--- config.mk ---
export PLATFORM = sky130hd
export DESIGN_NAME = sauvola_iter
export DESIGN_NICKNAME = d
export VERILOG_FILES = /design/src/rtl/core/sauvola_pkg.sv /design/src/rtl/core/sauvola_iter.sv
export SDC_FILE = /design/constraint.sdc
export NUM_CORES = 1
export LEC_CHECK = 0
export BUFFER_PORTS_ARGS = -buffer_cell sky130_fd_sc_hd__buf_2
export CAP_MARGIN = 20
export CORE_MARGIN = 2
export CORE_UTILIZATION = 35
export CTS_CLUSTER_SIZE = 24
export DETAILED_ROUTE_END_ITERATION = 12
export GPL_TIMING_DRIVEN = 0
export MAX_ROUTING_LAYER = met4
export SLEW_MARGIN = 20
export SYNTH_ARGS = -nofsm -noshare
export SYNTH_HDL_FRONTEND = slang
export SYNTH_SLANG_ARGS = --single-unit
--- constraint.sdc ---
create_clock -name clock -period 6.4 [get_ports clock]
set_clock_uncertainty 0.2 [all_clocks]
set_input_delay 0.32 -clock clock [delete_from_list [all_inputs] [get_ports clock]]
set_output_delay 0.32 -clock clock [all_outputs]
set_load 0.02 [all_outputs]
--- src/rtl/core/sauvola_pkg.sv ---
// sauvola_pkg: shared types and constants of the sauvola local threshold block
// used by sauvola_iter, the top, checker and testbench; depends on nothing
`default_nettype none

package sauvola_pkg;

   localparam int DIM_W = 11;

   localparam logic [7:0]  ROWS_RESET  = 8'd128;
   localparam logic [7:0]  COLS_RESET  = 8'd128;
   localparam logic [6:0]  WIN_RESET   = 7'd51;
   localparam logic [15:0] K_RESET     = 16'd22282;
   localparam logic [7:0]  RANGE_RESET = 8'd128;

   localparam logic [2:0] CSR_FRAME_ROWS    = 3'd0;
   localparam logic [2:0] CSR_FRAME_COLS    = 3'd1;
   localparam logic [2:0] CSR_WINDOW_WIDTH  = 3'd2;
   localparam logic [2:0] CSR_K_Q16         = 3'd3;
   localparam logic [2:0] CSR_DYNAMIC_RANGE = 3'd4;

   localparam logic CMD_LOAD  = 1'b0;
   localparam logic CMD_QUERY = 1'b1;

   localparam logic [7:0] PIX_BLACK = 8'd0;
   localparam logic [7:0] PIX_WHITE = 8'd255;

   localparam logic [5:0]  SQRT_STEPS    = 6'd24;
   localparam logic [5:0]  VAR_DIV_STEPS = 6'd48;
   localparam logic [47:0] SQRT_TOP_BIT  = 48'h4000_0000_0000;
   localparam logic [47:0] VAR_MAX       = 48'hFFFF_FFFF_FFFF;

   typedef struct packed {
      logic       start;
      logic       sqrt;
      logic [5:0] steps;
   } iter_cmd_type;

   typedef enum logic [14:0] {
      ST_IDLE    = 15'b000000000000001,
      ST_L_DIV   = 15'b000000000000010,
      ST_L_READ  = 15'b000000000000100,
      ST_L_WRITE = 15'b000000000001000,
      ST_Q_BOUND = 15'b000000000010000,
      ST_Q_READ  = 15'b000000000100000,
      ST_Q_ACC   = 15'b000000001000000,
      ST_Q_MUL   = 15'b000000010000000,
      ST_Q_NUM   = 15'b000000100000000,
      ST_Q_OVF   = 15'b000001000000000,
      ST_Q_DIV   = 15'b000010000000000,
      ST_Q_SQS   = 15'b000100000000000,
      ST_Q_SQRT  = 15'b001000000000000,
      ST_Q_FIN   = 15'b010000000000000,
      ST_Q_CMP   = 15'b100000000000000
   } state_type;

endpackage

`default_nettype wire

--- src/rtl/core/sauvola_iter.sv ---
// sauvola_iter: shared shift-subtract unit, one restoring division or square root step a cycle
// depends on sauvola_pkg
`default_nettype none

module sauvola_iter (
   input  wire logic                      clock,
   input  wire logic                      reset,
   input  wire sauvola_pkg::iter_cmd_type cmd,
   input  wire logic [27:0]               rem_init,
   input  wire logic [47:0]               dividend,
   input  wire logic [27:0]               divisor,
   input  wire logic [47:0]               radicand,
   output logic                           done,
   output logic [47:0]                    quotient,
   output logic [27:0]                    remainder,
   output logic [24:0]                    root
);

   logic        busy_ff, busy_in;
   logic        done_ff, done_in;
   logic        sqrt_ff, sqrt_in;
   logic [5:0]  cnt_ff, cnt_in;
   logic [47:0] acc_ff, acc_in;
   logic [47:0] res_ff, res_in;
   logic [47:0] dsr_ff, dsr_in;
   logic [27:0] dvs_ff, dvs_in;
   logic [48:0] op_a, op_b;
   logic [49:0] diff;
   logic        ge;

   always_comb begin
      op_a = sqrt_ff ? {1'b0, acc_ff} : {20'd0, acc_ff[27:0], dsr_ff[47]};
      op_b = sqrt_ff ? ({1'b0, res_ff} + {1'b0, dsr_ff}) : {21'd0, dvs_ff};
      diff = {1'b0, op_a} - {1'b0, op_b};
      ge   = ~diff[49];

      busy_in = busy_ff;
      done_in = 1'b0;
      sqrt_in = sqrt_ff;
      cnt_in  = cnt_ff;
      acc_in  = acc_ff;
      res_in  = res_ff;
      dsr_in  = dsr_ff;
      dvs_in  = dvs_ff;

      if (cmd.start) begin
         busy_in = 1'b1;
         sqrt_in = cmd.sqrt;
         cnt_in  = cmd.steps;
         res_in  = '0;
         dvs_in  = divisor;
         if (cmd.sqrt) begin
            acc_in = radicand;
            dsr_in = sauvola_pkg::SQRT_TOP_BIT;
         end else begin
            acc_in = {20'd0, rem_init};
            dsr_in = dividend;
         end
      end else if (busy_ff) begin
         cnt_in = cnt_ff - 6'd1;
         if (cnt_ff == 6'd1) begin
            busy_in = 1'b0;
            done_in = 1'b1;
         end
         if (sqrt_ff) begin
            acc_in = ge ? diff[47:0] : acc_ff;
            res_in = ge ? ((res_ff >> 1) + dsr_ff) : (res_ff >> 1);
            dsr_in = dsr_ff >> 2;
         end else begin
            acc_in = ge ? diff[47:0] : op_a[47:0];
            res_in = {res_ff[46:0], ge};
            dsr_in = dsr_ff << 1;
         end
      end
   end

   always_ff @(posedge clock) begin
      if (reset) begin
         busy_ff <= 1'b0;
         done_ff <= 1'b0;
      end else begin
         busy_ff <= busy_in;
         done_ff <= done_in;
      end
      sqrt_ff <= sqrt_in;
      cnt_ff  <= cnt_in;
      acc_ff  <= acc_in;
      res_ff  <= res_in;
      dsr_ff  <= dsr_in;
      dvs_ff  <= dvs_in;
   end

   assign done      = done_ff;
   assign quotient  = res_ff;
   assign remainder = acc_ff[27:0];
   assign root      = res_ff[24:0];

endmodule

`default_nettype wire

==> summary.txt <==
Status - finished, final reports clean
Drt total wl - 68.01 mm
DRT antenna net count - 0
Register area - 4945 um^2
Grt total ovfl - 0
Yosys reg bits - 181
I/O pin cnt - 264
Maximum clock rate - 161.4 MHz
Placed cells - 2,996
Die H - 228.3 um
Max cap viols - 0
Worst slew pin tran - 1.111 ns
Hold depth - 3
Pins Over Slew Limit - 0
Xor and xnor area share after synthesis - 0.06121
Area of the multi-input gates - 11,940 um^2
Yosys cell types - 94
Combinational share of power - 0.582
WHS - 0.03860 ns
Detailed placer's ending HPWL - 51.54 mm
Slew HR - 0.2569
Core ar. - 49,860 um^2
P_sw - 3197 uW
VDD IR max - 247.8 uV
Vias in the first global route - 17,275
CTS Buffer Depth - 2
CP Launch Type - register
IO Port Bufs - 263
Power density cells - 317.9 nW/um^2
Std cell rows - 82
Post-synthesis adder-cell area fraction - 0.1072
Seq pwr share - 0.253
Final net count - 2,806
First-pass GRT wire length - 103.0 mm
CTS clk-pin slew, worst paths - 0.08 ns
GRT Util Overall - 0.2639
Routability cong. - 0.9339
Hold crit path type - input port to register
Final std cells w/o fill - 3,180
Bufs and invs on worst path - 6
P_int - 3864 uW
Via count - 17,778
Largest net degree at the start of global routing - 35
Initial antenna violation count - 1
Die footprint - 52,100 um^2
DRC - 0
Post-synthesis mux area share - 0.07827
Drt pass-1 iters - 7
Fillers - 4,978
Root Buffer - clkbuf_16
Mapped Cells - 2,060
Worst path top cell family by delay - compound AO/OA/AOI/OAI gates
Post-synth EDFFs - 131
Final hold vios - 0
Max incr delay on CP - 0.40 ns
R2R depth - 27
Final min period - 6.195 ns
Commonest cells after routing, fill and taps aside - 279 x buf_2, 208 x nand2_1, 176 x a21oi_1, 154 x o21ai_0, 138 x dlygate4sd3_1
Layout cell share with drive strength beyond 1 - 0.2065
Top_reg_cell synth - edfxtp_1
Worst reg2reg path endpoint - acc_ff[9]$_DFFE_PP_
Async SR Flop Fraction - 0
Worst reg-to-reg setup slack - 0.20 ns
Power share of the clock group - 0.166
Area Overhead vs Synth - 26.20%
Most common cell after layout, fill and taps aside - buf_2
Post-DR vias/cell - 5.591
Net Count, Synth - 2,371
Req. time, crit path - 6.38 ns
Worst setup EP type - register
Clk sinks - 181
Synth Warn # - 0
Die W - 228.3 um
Crit share post-route - 0.9680
Wire per inst - 21.39 um
Hold_sp - rem_init[12]
Average cell area after synthesis - 8.544 um^2
Critical R2R Launch - quotient[0]$_SDFFE_PP0P_
Post-Syn Area - 17,600 um^2
Largest family of logic cells by synthesized area - compound AO/OA/AOI/OAI gates
Starting density of the core - 0.3530
Compound-Gate Fraction of Synth Area - 0.2678
Setup Crit Path Kind - register to register
Clk Latency, worst-skew pair - 0.52 ns
CP max FO - 24
Final setup viols - 0
# H-tree levels - 4
CTS tree - done
Pleak - 0.009767 uW
CP Data Arrival Time - 6.18 ns
Drt initial violations - 1,420
Part of the Yosys area used for sequential elements - 0.2804
Switching share of power - 0.4528
Simple-gate area share of the yosys netlist - 0.1479
Total power draw - 7061 uW
Num CTS Buffers - 17
Finished Core Util - 0.4455
ANT cells - 0
Hold endpoint - acc_ff[12]$_DFFE_PP_
Slowest cell on crit path - dfxtp_2
-- metal layers --
layer | track usage | vias to the layer above | part of all wire
li1 | - | 8550 | -
met3 | 0.03988 | 87 | 0.059
met1 | 0.3508 | 8481 | 0.46
met4 | 0.07802 | 0 | 0.023
met5 | - | - | 0
met2 | 0.4152 | 660 | 0.46
-- logic make-up after synthesis --
| group | Yosys count |
|---|---|
| AOI/OAI and AO/OA | 723 |
| adders and majority gates | 149 |
| and+or+nand+nor | 546 |
| DFF | 181 |
| muxes | 133 |
| buffers and inverters | 205 |
| xor gates and xnor gates | 123 |
-- cell usage after synthesis, types with 50 or more instances --
cell type / instances / area, um^2
xnor2_1: 77 / 674.4
nand2_1: 210 / 788.3
clkbuf_1: 76 / 285.3
a211oi_1: 62 / 465.5
ha_1: 146 / 1827
o21ai_0: 159 / 795.8
a21oi_1: 181 / 905.9
edfxtp_1: 131 / 3934
nor2_1: 106 / 397.9
a21o_1: 80 / 600.6
buf_4: 57 / 427.9
mux2i_1: 96 / 960.9
dfxtp_1: 50 / 1001
-- cell type report --
class                           instances  share of cell area
Buffer                                152             0.03740
Clock buffer                           18             0.01932
Clock inverter                         14            0.007830
Inverter                               46            0.007886
Multi-Input combinational cell       1676              0.5376
Sequential cell                       181              0.2226
Tap cell                              672             0.03785
Timing Repair Buffer                  421              0.1295
-- metrics by stage --
step                      cell area, um^2  setup TNS (ns)  setup slack [ns]
after floorplan                     17600               0            0.2872
after global placement              19760         -100.47            -1.473
after detailed placement            19790          -87.08            -1.194
after CTS                           21970               0           0.02175
after global routing                22210        -0.03009          -0.01327
final                               22210               0            0.2048
-- state kept, by name, indices dropped and copies added, names as in the netlist --
register	count
acc_ff	48
busy_ff	1
cnt_ff	6
done	1
dsr_ff	48
dvs_ff	28
quotient	48
sqrt_ff	1
-- power groups by stage --
stage	sequential [uW]	combinational, uW	clock [uW]
after floorplan	1710	2840	0
after global placement	1800	3820	0
after detailed placement	1800	3840	0
after CTS	1780	3990	1190
after global routing	1810	4490	1230
final	1780	4110	1170
-- timing repair --
action / 4_1_cts / 5_1_grt
hold buffers: 138 / 0
endpoints found under the setup margin: 136 / 137
buffers inserted: 9 / 10
gates resized for setup: 27 / 60
cloned: 1 / 1
pin swaps: 2 / 12
endpoints found under the hold margin: 125 / 0
-- worst max-delay path by stage --
| stage | cells past startpoint | end | from | slack, ns |
|---|---|---|---|---|
| final | 27 | acc_ff[9]$_DFFE_PP_ | quotient[0]$_SDFFE_PP0P_ | 0.20 |
| after global routing | 24 | acc_ff[46]$_DFFE_PP_ | quotient[0]$_SDFFE_PP0P_ | -0.01 |
| after CTS | 24 | acc_ff[22]$_DFFE_PP_ | quotient[15]$_SDFFE_PP0P_ | 0.02 |
| after detailed placement | 23 | acc_ff[2]$_DFFE_PP_ | dsr_ff[12]$_DFFE_PP_ | -1.19 |
| after global placement | 23 | acc_ff[4]$_DFFE_PP_ | dsr_ff[15]$_DFFE_PP_ | -1.47 |
| after floorplan | 23 | acc_ff[0]$_DFFE_PP_ | quotient[12]$_SDFFE_PP0P_ | 0.29 |
-- tightest hold or removal path, delay by kind of cell --
kind / cells / cell delay (ns)
muxes: 1 / 0.07
buffers and inverters: 1 / 0.09
AOI/OAI and AO/OA: 1 / 0.14
Power figures use the tool's default switching activity.
